[config.mk]
export PLATFORM = sky130hd
export DESIGN_NAME = sorted_timer_queue
export DESIGN_NICKNAME = d
export VERILOG_FILES = /design/src/rtl/stq_pkg.sv /design/src/rtl/stq_out_stage.sv /design/src/rtl/sorted_timer_queue.sv
export SDC_FILE = /design/constraint.sdc
export NUM_CORES = 1
export LEC_CHECK = 0
export ABC_AREA = 1
export BUFFER_PORTS_ARGS = -buffer_cell sky130_fd_sc_hd__buf_2
export CAP_MARGIN = 30
export CORE_MARGIN = 2
export CORE_UTILIZATION = 35
export CTS_CLUSTER_DIAMETER = 30
export DETAILED_ROUTE_END_ITERATION = 10
export GPL_ROUTABILITY_DRIVEN = 0
export PLACE_DENSITY = 0.63
export SLEW_MARGIN = 25
export SYNTH_ARGS = -nofsm -noshare
export SYNTH_HDL_FRONTEND = slang
export SYNTH_SLANG_ARGS = --single-unit
[constraint.sdc]
create_clock -name aclk -period 7.08 [get_ports aclk]
set_input_delay 0.708 -clock aclk [delete_from_list [all_inputs] [get_ports aclk]]
set_output_delay 0.708 -clock aclk [all_outputs]
set_load 0.03 [all_outputs]
[src/rtl/stq_pkg.sv]
// ----------------------------------------------------------------------------
// stq_pkg: shared types and constants of the sorted timer queue
// Item kinds, result codes, sequencer states and the result record that
// travels between the sequencer and the output stage.
// ----------------------------------------------------------------------------
package stq_pkg;

    // Fixed field widths of the channels.
    localparam int ID_W        = 4;
    localparam int PORT_TIME_W = 32;
    localparam int ID_SPACE    = 16;
    localparam int IN_DATA_W   = 72;
    localparam int OUT_DATA_W  = 40;

    // Defaults of the top level parameters.
    localparam int TIMERS_DEF    = 16;
    localparam int TIME_BITS_DEF = 32;

    typedef enum logic [1:0] {
        KIND_ADD    = 2'd0,
        KIND_ADJUST = 2'd1,
        KIND_DELETE = 2'd2,
        KIND_TICK   = 2'd3
    } kind_t;

    typedef enum logic [1:0] {
        RES_DONE   = 2'd0,
        RES_FIRED  = 2'd1,
        RES_NONE   = 2'd2,
        RES_BAD_ID = 2'd3
    } evres_t;

    typedef enum logic [2:0] {
        ST_IDLE,
        ST_REMOVE,
        ST_INSERT,
        ST_CHECK,
        ST_RESP
    } state_t;

    typedef struct packed {
        evres_t                   event_res;
        logic [ID_W-1:0]          fired_id;
        logic [PORT_TIME_W-1:0]   fired_expire;
        logic                     last;
    } res_t;

endpackage

[src/rtl/stq_out_stage.sv]
// ----------------------------------------------------------------------------
// stq_out_stage: result register of the sorted timer queue
// Holds one result item until the receiver takes it and packs it onto the
// master-side stream ports.
// ----------------------------------------------------------------------------
module stq_out_stage (
    input  logic                             aclk,
    input  logic                             aresetn,
    input  logic                             load,
    input  stq_pkg::res_t                    load_data,
    output logic                             free,
    output logic                             m_tvalid,
    input  logic                             m_tready,
    // m_tdata fields from bit 0 up: fired_id[3:0], fired_expire[35:4], zero fill
    output logic [stq_pkg::OUT_DATA_W-1:0]   m_tdata,
    // m_tuser fields from bit 0 up: event_res[1:0]
    output logic [1:0]                       m_tuser,
    output logic                             m_tlast
);

    logic          valid_reg;
    stq_pkg::res_t data_reg;

    assign free = !valid_reg || m_tready;

    always_ff @(posedge aclk) begin
        if (!aresetn) begin
            valid_reg <= 1'b0;
        end else if (load) begin
            valid_reg <= 1'b1;
        end else if (m_tready) begin
            valid_reg <= 1'b0;
        end
    end

    always_ff @(posedge aclk) begin
        if (load) begin
            data_reg <= load_data;
        end
    end

    assign m_tvalid = valid_reg;
    assign m_tdata  = {4'd0, data_reg.fired_expire, data_reg.fired_id};
    assign m_tuser  = data_reg.event_res;
    assign m_tlast  = data_reg.last;

endmodule

[src/rtl/sorted_timer_queue.sv]
// ----------------------------------------------------------------------------
// sorted_timer_queue: table of timers kept in ascending expiry order
// A small sequencer walks the order table one position per cycle to
// insert, remove and expire timers.
// ----------------------------------------------------------------------------
// Usage. Items arrive on the s_ stream: s_tuser carries the kind (add,
// adjust, delete, tick), s_tdata the timer id, the expiry and the current
// time. Results leave on the m_ stream: m_tuser carries the result code,
// m_tdata the timer id and its expiry, and m_tlast marks the final result
// of an item. Every item gives one result, except a tick that expires
// several timers, which gives one result per expired timer in table order.
// The block takes one item at a time: s_tready is high only while the
// sequencer is idle, also while a finished result still waits in the
// output register. An add walks the table backward from the tail, one
// insertion step per position passed; a delete walks the whole table
// forward, and an adjust does the same walk and then the backward
// insertion. A tick checks the front of the table, and every timer that
// it expires costs one walk over the table to close the gap at the front.
// A failing item goes straight from the idle state to the response. When
// the receiver stalls, the result waits in the output register and the
// sequencer holds before it would load the next one. A synchronous reset
// empties the table at once (presence bits and timer count cleared).
// ----------------------------------------------------------------------------
module sorted_timer_queue #(
    parameter int TIMERS    = stq_pkg::TIMERS_DEF,
    parameter int TIME_BITS = stq_pkg::TIME_BITS_DEF
) (
    input  logic                             aclk,
    input  logic                             aresetn,
    input  logic                             s_tvalid,
    output logic                             s_tready,
    // s_tdata fields from bit 0 up: timer_id[3:0], expire_time[35:4],
    // now_time[67:36], zero fill
    input  logic [stq_pkg::IN_DATA_W-1:0]    s_tdata,
    // s_tuser fields from bit 0 up: kind[1:0]
    input  logic [1:0]                       s_tuser,
    output logic                             m_tvalid,
    input  logic                             m_tready,
    // m_tdata fields from bit 0 up: fired_id[3:0], fired_expire[35:4], zero fill
    output logic [stq_pkg::OUT_DATA_W-1:0]   m_tdata,
    // m_tuser fields from bit 0 up: event_res[1:0]
    output logic [1:0]                       m_tuser,
    output logic                             m_tlast
);

    // Only ids below both TIMERS and the id space can ever be held.
    localparam int SLOTS  = (TIMERS < stq_pkg::ID_SPACE) ? TIMERS : stq_pkg::ID_SPACE;
    localparam int SLOT_W = $clog2(SLOTS);
    localparam int CNT_W  = $clog2(SLOTS + 1);

    // Storage: order table, expiry per id and presence bits.
    logic [SLOT_W-1:0]    order_mem [SLOTS];
    logic [TIME_BITS-1:0] expiry_mem [SLOTS];
    logic [SLOTS-1:0]     present_reg;

    stq_pkg::state_t      state_reg, state_next;
    stq_pkg::kind_t       kind_reg, kind_next;
    logic [stq_pkg::ID_W-1:0] id_reg, id_next;
    logic [TIME_BITS-1:0] exp_reg, exp_next;
    logic [TIME_BITS-1:0] now_reg, now_next;
    logic [CNT_W-1:0]     idx_reg, idx_next;
    logic [CNT_W-1:0]     count_reg, count_next;
    logic                 found_reg, found_next;
    logic                 pend_valid_reg, pend_valid_next;
    logic [SLOT_W-1:0]    pend_id_reg, pend_id_next;
    logic [TIME_BITS-1:0] pend_exp_reg, pend_exp_next;
    stq_pkg::res_t        resp_reg, resp_next;

    // Write and read controls of the storage.
    logic                 ord_we;
    logic [SLOT_W-1:0]    ord_waddr, ord_wdata, ord_raddr, ord_rdata;
    logic                 exp_we;
    logic [SLOT_W-1:0]    exp_waddr;
    logic [TIME_BITS-1:0] exp_rdata;
    logic                 pres_we, pres_wdata;
    logic [SLOT_W-1:0]    pres_waddr;

    logic                 out_load, out_free;
    stq_pkg::res_t        out_data;

    // Input fields.
    stq_pkg::kind_t           in_kind;
    logic [stq_pkg::ID_W-1:0] in_id;
    logic [SLOT_W-1:0]        in_slot;
    logic [TIME_BITS-1:0]     in_exp, in_now;
    logic                     in_id_ok, in_present;

    logic [SLOT_W-1:0]    idx_slot, id_slot;
    logic                 hit, fire;

    assign in_kind    = stq_pkg::kind_t'(s_tuser);
    assign in_id      = s_tdata[3:0];
    assign in_slot    = in_id[SLOT_W-1:0];
    assign in_exp     = TIME_BITS'(s_tdata[35:4]);
    assign in_now     = TIME_BITS'(s_tdata[67:36]);
    assign in_id_ok   = int'(in_id) < SLOTS;
    assign in_present = present_reg[in_slot];

    assign idx_slot  = idx_reg[SLOT_W-1:0];
    assign id_slot   = id_reg[SLOT_W-1:0];
    assign ord_rdata = order_mem[ord_raddr];
    assign exp_rdata = expiry_mem[ord_rdata];

    assign s_tready = (state_reg == stq_pkg::ST_IDLE);

    always_comb begin
        state_next      = state_reg;
        kind_next       = kind_reg;
        id_next         = id_reg;
        exp_next        = exp_reg;
        now_next        = now_reg;
        idx_next        = idx_reg;
        count_next      = count_reg;
        found_next      = found_reg;
        pend_valid_next = pend_valid_reg;
        pend_id_next    = pend_id_reg;
        pend_exp_next   = pend_exp_reg;
        resp_next       = resp_reg;
        ord_we          = 1'b0;
        ord_waddr       = '0;
        ord_wdata       = '0;
        ord_raddr       = '0;
        exp_we          = 1'b0;
        exp_waddr       = '0;
        pres_we         = 1'b0;
        pres_waddr      = '0;
        pres_wdata      = 1'b0;
        out_load        = 1'b0;
        out_data        = '0;
        hit             = 1'b0;
        fire            = 1'b0;

        case (state_reg)
            stq_pkg::ST_IDLE: begin
                if (s_tvalid) begin
                    kind_next = in_kind;
                    id_next   = in_id;
                    exp_next  = in_exp;
                    now_next  = in_now;
                    resp_next = '{stq_pkg::RES_BAD_ID, in_id, '0, 1'b1};
                    case (in_kind)
                        stq_pkg::KIND_TICK: begin
                            pend_valid_next = 1'b0;
                            state_next      = stq_pkg::ST_CHECK;
                        end
                        stq_pkg::KIND_ADD: begin
                            if (!in_id_ok || in_present) begin
                                state_next = stq_pkg::ST_RESP;
                            end else begin
                                pres_we    = 1'b1;
                                pres_waddr = in_slot;
                                pres_wdata = 1'b1;
                                exp_we     = 1'b1;
                                exp_waddr  = in_slot;
                                idx_next   = count_reg;
                                resp_next  = '{stq_pkg::RES_DONE, in_id,
                                               stq_pkg::PORT_TIME_W'(in_exp), 1'b1};
                                state_next = stq_pkg::ST_INSERT;
                            end
                        end
                        default: begin
                            if (!in_id_ok || !in_present) begin
                                state_next = stq_pkg::ST_RESP;
                            end else begin
                                idx_next   = '0;
                                found_next = 1'b0;
                                if (in_kind == stq_pkg::KIND_ADJUST) begin
                                    exp_we    = 1'b1;
                                    exp_waddr = in_slot;
                                    resp_next = '{stq_pkg::RES_DONE, in_id,
                                                  stq_pkg::PORT_TIME_W'(in_exp), 1'b1};
                                end else begin
                                    pres_we    = 1'b1;
                                    pres_waddr = in_slot;
                                    pres_wdata = 1'b0;
                                    resp_next  = '{stq_pkg::RES_DONE, in_id, '0, 1'b1};
                                end
                                state_next = stq_pkg::ST_REMOVE;
                            end
                        end
                    endcase
                end
            end

            // Walk forward: once the id is found, every later entry moves
            // one position toward the front.
            stq_pkg::ST_REMOVE: begin
                ord_raddr  = idx_slot;
                hit        = found_reg || (ord_rdata == id_slot);
                found_next = hit;
                if (found_reg) begin
                    ord_we    = 1'b1;
                    ord_waddr = idx_slot - SLOT_W'(1);
                    ord_wdata = ord_rdata;
                end
                if (idx_reg == count_reg - CNT_W'(1)) begin
                    count_next = count_reg - CNT_W'(1);
                    case (kind_reg)
                        stq_pkg::KIND_ADJUST: begin
                            idx_next   = count_reg - CNT_W'(1);
                            state_next = stq_pkg::ST_INSERT;
                        end
                        stq_pkg::KIND_TICK: state_next = stq_pkg::ST_CHECK;
                        default:            state_next = stq_pkg::ST_RESP;
                    endcase
                end else begin
                    idx_next = idx_reg + CNT_W'(1);
                end
            end

            // Walk backward from the tail: entries with a later expiry move
            // up by one; the new id lands after the last entry that is not
            // later, so equal expiries keep their insertion order.
            stq_pkg::ST_INSERT: begin
                ord_raddr = idx_slot - SLOT_W'(1);
                ord_we    = 1'b1;
                ord_waddr = idx_slot;
                if (idx_reg != '0 && exp_rdata > exp_reg) begin
                    ord_wdata = ord_rdata;
                    idx_next  = idx_reg - CNT_W'(1);
                end else begin
                    ord_wdata  = id_slot;
                    count_next = count_reg + CNT_W'(1);
                    state_next = stq_pkg::ST_RESP;
                end
            end

            // Look at the front of the table. A timer taken earlier is held
            // back until it is known whether it is the final one of the tick.
            stq_pkg::ST_CHECK: begin
                ord_raddr = '0;
                fire      = (count_reg != '0) && (now_reg >= exp_rdata);
                if (pend_valid_reg) begin
                    if (out_free) begin
                        out_load = 1'b1;
                        out_data = '{stq_pkg::RES_FIRED, stq_pkg::ID_W'(pend_id_reg),
                                     stq_pkg::PORT_TIME_W'(pend_exp_reg), !fire};
                        if (!fire) begin
                            pend_valid_next = 1'b0;
                            state_next      = stq_pkg::ST_IDLE;
                        end
                    end
                end else if (!fire) begin
                    resp_next  = '{stq_pkg::RES_NONE, '0, '0, 1'b1};
                    state_next = stq_pkg::ST_RESP;
                end
                if (fire && (!pend_valid_reg || out_free)) begin
                    pend_valid_next = 1'b1;
                    pend_id_next    = ord_rdata;
                    pend_exp_next   = exp_rdata;
                    pres_we         = 1'b1;
                    pres_waddr      = ord_rdata;
                    pres_wdata      = 1'b0;
                    id_next         = stq_pkg::ID_W'(ord_rdata);
                    idx_next        = '0;
                    found_next      = 1'b0;
                    state_next      = stq_pkg::ST_REMOVE;
                end
            end

            stq_pkg::ST_RESP: begin
                if (out_free) begin
                    out_load   = 1'b1;
                    out_data   = resp_reg;
                    state_next = stq_pkg::ST_IDLE;
                end
            end

            default: state_next = stq_pkg::ST_IDLE;
        endcase
    end

    always_ff @(posedge aclk) begin
        if (!aresetn) begin
            state_reg      <= stq_pkg::ST_IDLE;
            count_reg      <= '0;
            pend_valid_reg <= 1'b0;
            found_reg      <= 1'b0;
            present_reg    <= '0;
        end else begin
            state_reg      <= state_next;
            count_reg      <= count_next;
            pend_valid_reg <= pend_valid_next;
            found_reg      <= found_next;
            if (pres_we) begin
                present_reg[pres_waddr] <= pres_wdata;
            end
        end
    end

    always_ff @(posedge aclk) begin
        kind_reg     <= kind_next;
        id_reg       <= id_next;
        exp_reg      <= exp_next;
        now_reg      <= now_next;
        idx_reg      <= idx_next;
        pend_id_reg  <= pend_id_next;
        pend_exp_reg <= pend_exp_next;
        resp_reg     <= resp_next;
    end

    always_ff @(posedge aclk) begin
        if (ord_we) begin
            order_mem[ord_waddr] <= ord_wdata;
        end
        if (exp_we) begin
            expiry_mem[exp_waddr] <= in_exp;
        end
    end

    stq_out_stage u_out (
        .aclk      (aclk),
        .aresetn   (aresetn),
        .load      (out_load),
        .load_data (out_data),
        .free      (out_free),
        .m_tvalid  (m_tvalid),
        .m_tready  (m_tready),
        .m_tdata   (m_tdata),
        .m_tuser   (m_tuser),
        .m_tlast   (m_tlast)
    );

    // The timer count never exceeds the number of usable ids.
    a_count_range: assert property (@(posedge aclk) disable iff (!aresetn)
        count_reg <= CNT_W'(SLOTS))
        else $error("timer count beyond table size");

    // Between items the count matches the presence bits.
    a_count_present: assert property (@(posedge aclk) disable iff (!aresetn)
        (state_reg == stq_pkg::ST_IDLE) |-> ($countones(present_reg) == int'(count_reg)))
        else $error("timer count and presence bits disagree");

    // The insertion walk never starts beyond the tail.
    a_insert_idx: assert property (@(posedge aclk) disable iff (!aresetn)
        (state_reg == stq_pkg::ST_INSERT) |-> (idx_reg <= count_reg))
        else $error("insertion index beyond tail");

    // A held expired timer exists only while a tick is in progress.
    a_pend_tick: assert property (@(posedge aclk) disable iff (!aresetn)
        (pend_valid_reg && state_reg != stq_pkg::ST_IDLE) |-> (kind_reg == stq_pkg::KIND_TICK))
        else $error("pending fired timer outside a tick");

endmodule
==> flow_metrics.py <==
metrics = {
    "run_status": {
        "status": "complete, no violations",
    },
    "floorplanning": {
        "num_io_pins": 123,
        "fp.coreArea_mm2": 0.0964,
        "die_w_um": 315,
        "fp-row-count": 114,
        "initial_utilization_pct": 35.2,
        "dieArea_mm2": 0.0995,
        "die_h_um": 315,
    },
    "routing": {
        "post_drt_wl_per_cell_um": 20.7,
        "dr.pass1.iters": 6,
        "wl_met3_um": 8560,
        "m1WireLength_um": 38100,
        "route.detailed.drc": 0,
        "drtIter0Drc": 2208,
        "routed.top_layer": "met5",
        "wl_um": 94700,
        "routed-wl-met2_um": 44600,
        "drt-vias-per-instance": 5.13,
        "ant_nets": 0,
        "vias": 23400,
    },
    "logic_synthesis": {
        "synth.distinct_cells": 45,
        "synth_xor_area_share_pct": 0.361,
        "synthTopCellsByCount": "edfxtp_1, nand2_1, nand3_1",
        "synthMuxAreaShare_pct": 0,
        "synth.most_common_cell": "edfxtp_1",
        "synth_warnings": 0,
        "yosys.area_share.simple_pct": 20.8,
        "synthFlopType": "edfxtp_1",
        "synth_top_family_by_area": "simple AND/OR/NAND/NOR gates",
        "ys_ff_latch": 791,
        "synth_compound_area_share_pct": 2.60,
        "yosysTopAreaCell": "edfxtp_1",
        "synth_fa_ha_area_share_pct": 2.65,
        "async_flop_share_pct": 0,
        "synthCells": 3009,
        "syn_area_per_cell_um2": 11.3,
        "synth_area_leaders": "edfxtp_1, nand3_1, nand2_1",
        "synth_top_area_share_pct": 67.6,
        "synth-edff-count": 764,
        "seq_area_frac_synth_pct": 69.2,
        "syn-cell-area_mm2": 0.0339,
    },
    "timing": {
        "fin_crit_ps": 6620,
        "hold_violations": 0,
        "slew_viol_final": 0,
        "tns_ps": 0,
        "period_share_pct": 93.5,
        "rsz0062_at_grt": "no",
        "relSlewSlack_pct": 30.8,
        "max_freq_mhz": 151,
        "worstMarginPinSlew_ps": 1040,
        "finClkSkew_ps": 60.5,
        "setup_viol": 0,
    },
    "critical_path": {
        "cp.arrival_ps": 7190,
        "cp_slowest_cell": "buf_4",
        "crit_type": "reg -> reg",
        "slowest_delay_ps": 650,
        "worst-r2r-cell-count": 32,
        "cp_max_fo": 47,
        "r2r_start": "idx_reg[1]$_DFFE_PP_",
        "crit_path_end_kind": "flip-flop",
        "timing.reg2reg.setup_slack_ps": 460,
        "r2r_end": "present_reg[3]$_SDFFE_PN0P_",
        "cp.required_ps": 7650,
        "crit_path_start_kind": "flip-flop",
    },
    "cts": {
        "cts.clk_slew.worst_paths_ps": 50,
        "clock_sinks": 791,
        "cts_root_buf": "clkbuf_16",
        "clk_latency_ps": 730,
        "post_cts_resized": 0,
        "cts_buffer_depth": 3,
        "ctsHoldBuffers": 0,
        "cts.htree.levels": 4,
        "cts_inserted_buffers": 137,
        "cts_setup_buffers": 0,
        "cts_tree": "done",
    },
    "hold_path": {
        "min_to": "now_reg[5]$_DFFE_PP_",
        "hold_path.class": "in -> reg",
        "hold_depth": 1,
        "hold_start": "s_tdata[41]",
    },
    "placed_design": {
        "portBuffers": 114,
        "numPlacedInstances": 4309,
        "dp.final_hpwl_um": 54600,
    },
    "grt": {
        "grt_pass1_wl_um": 139000,
        "grt_pass1_vias": 22500,
        "gr-total-overflow": 0,
        "antenna_found_initial": 17,
        "grt_max_degree": 96,
        "track_usage_pct": 18.8,
    },
    "final_layout": {
        "final_cells": 4564,
        "drive_gt1_share_pct": 14.6,
        "nets": 3322,
        "area_delta_synth_final_pct": 20.5,
        "largest_reg_flops": 512,
    },
    "run": {
        "cap_violations": 0,
    },
}
-- final cells by class --
class | count | area [um2]
Sequential cell | 791 | 23500
Clock buffer | 158 | 3560
Clock inverter | 94 | 1160
Inverter | 186 | 706
Timing Repair Buffer | 176 | 1240
Antenna cell | 3 | 7.51
Fill cell | 8827 | 55500
Tap cell | 1276 | 1600
Multi-Input combinational cell | 1880 | 9150
-- metal layers --
metal  track usage, %  vias to the layer above
li1                 -                    10900
met3             5.16                      228
met2             30.5                      967
met5                0                        -
met4             7.71                       20
met1             23.9                    11300
-- stage by stage --
step	setup slack (ps)	instance area [um2]	hold slack (ps)	utilization [%]
3_5_place_dp	621	36200	450	37.5
5_1_grt	2.38	40900	134	42.4
2_1_floorplan	261	34000	431	-
4_1_cts	543	40900	120	42.4
3_3_place_gp	711	36000	445	37.4
6_report	461	40900	160	42.4
-- cells by family (layout without fill, tap and decap cells) --
| family | after synthesis | count (layout) |
|---|---|---|
| other | 1 | 7 |
| xor gates and xnor gates | 14 | 14 |
| DFF | 791 | 791 |
| buffers and inverters | 341 | 614 |
| and+or+nand+nor | 1628 | 1628 |
| adders and majority gates | 72 | 72 |
| AOI/OAI and AO/OA | 162 | 162 |
-- layout by cell type (no fill, tap or decap), drive strengths merged, types with 4 or more instances in the layout --
cell / instances
clkinv: 52
nand2: 761
inv: 201
bufinv: 16
nor2: 187
nand3: 657
nand4: 13
ha: 72
xor2: 13
o21ai: 84
clkinvlp: 11
o2111ai: 4
buf: 176
clkbuf: 158
dfxtp: 27
a21oi: 57
edfxtp: 764
conb: 4
-- worst max-delay path by stage --
stage | start | endpoint | slack (ps) | cells after the start
2_1_floorplan | idx_reg[0]$_DFFE_PP_ | resp_reg[10]$_SDFFCE_PP0P_ | 260 | 30
3_3_place_gp | idx_reg[1]$_DFFE_PP_ | present_reg[7]$_SDFFE_PN0P_ | 710 | 32
3_5_place_dp | idx_reg[1]$_DFFE_PP_ | present_reg[7]$_SDFFE_PN0P_ | 620 | 32
4_1_cts | idx_reg[1]$_DFFE_PP_ | present_reg[3]$_SDFFE_PN0P_ | 540 | 32
5_1_grt | idx_reg[1]$_DFFE_PP_ | present_reg[3]$_SDFFE_PN0P_ | 2 | 33
6_report | idx_reg[1]$_DFFE_PP_ | present_reg[3]$_SDFFE_PN0P_ | 460 | 32
-- worst max-delay path, delay by kind of cell (launching register included) --
family	cells	cell delay (ps)
buf+inv	5	1560
flops	1	460
compound gates	1	370
fa+ha+maj	2	620
simple gates	24	3410
Power is left out: the tool's default activity adds up to more than one toggle a clock period on the data nets, which glitch-free logic cannot reach.
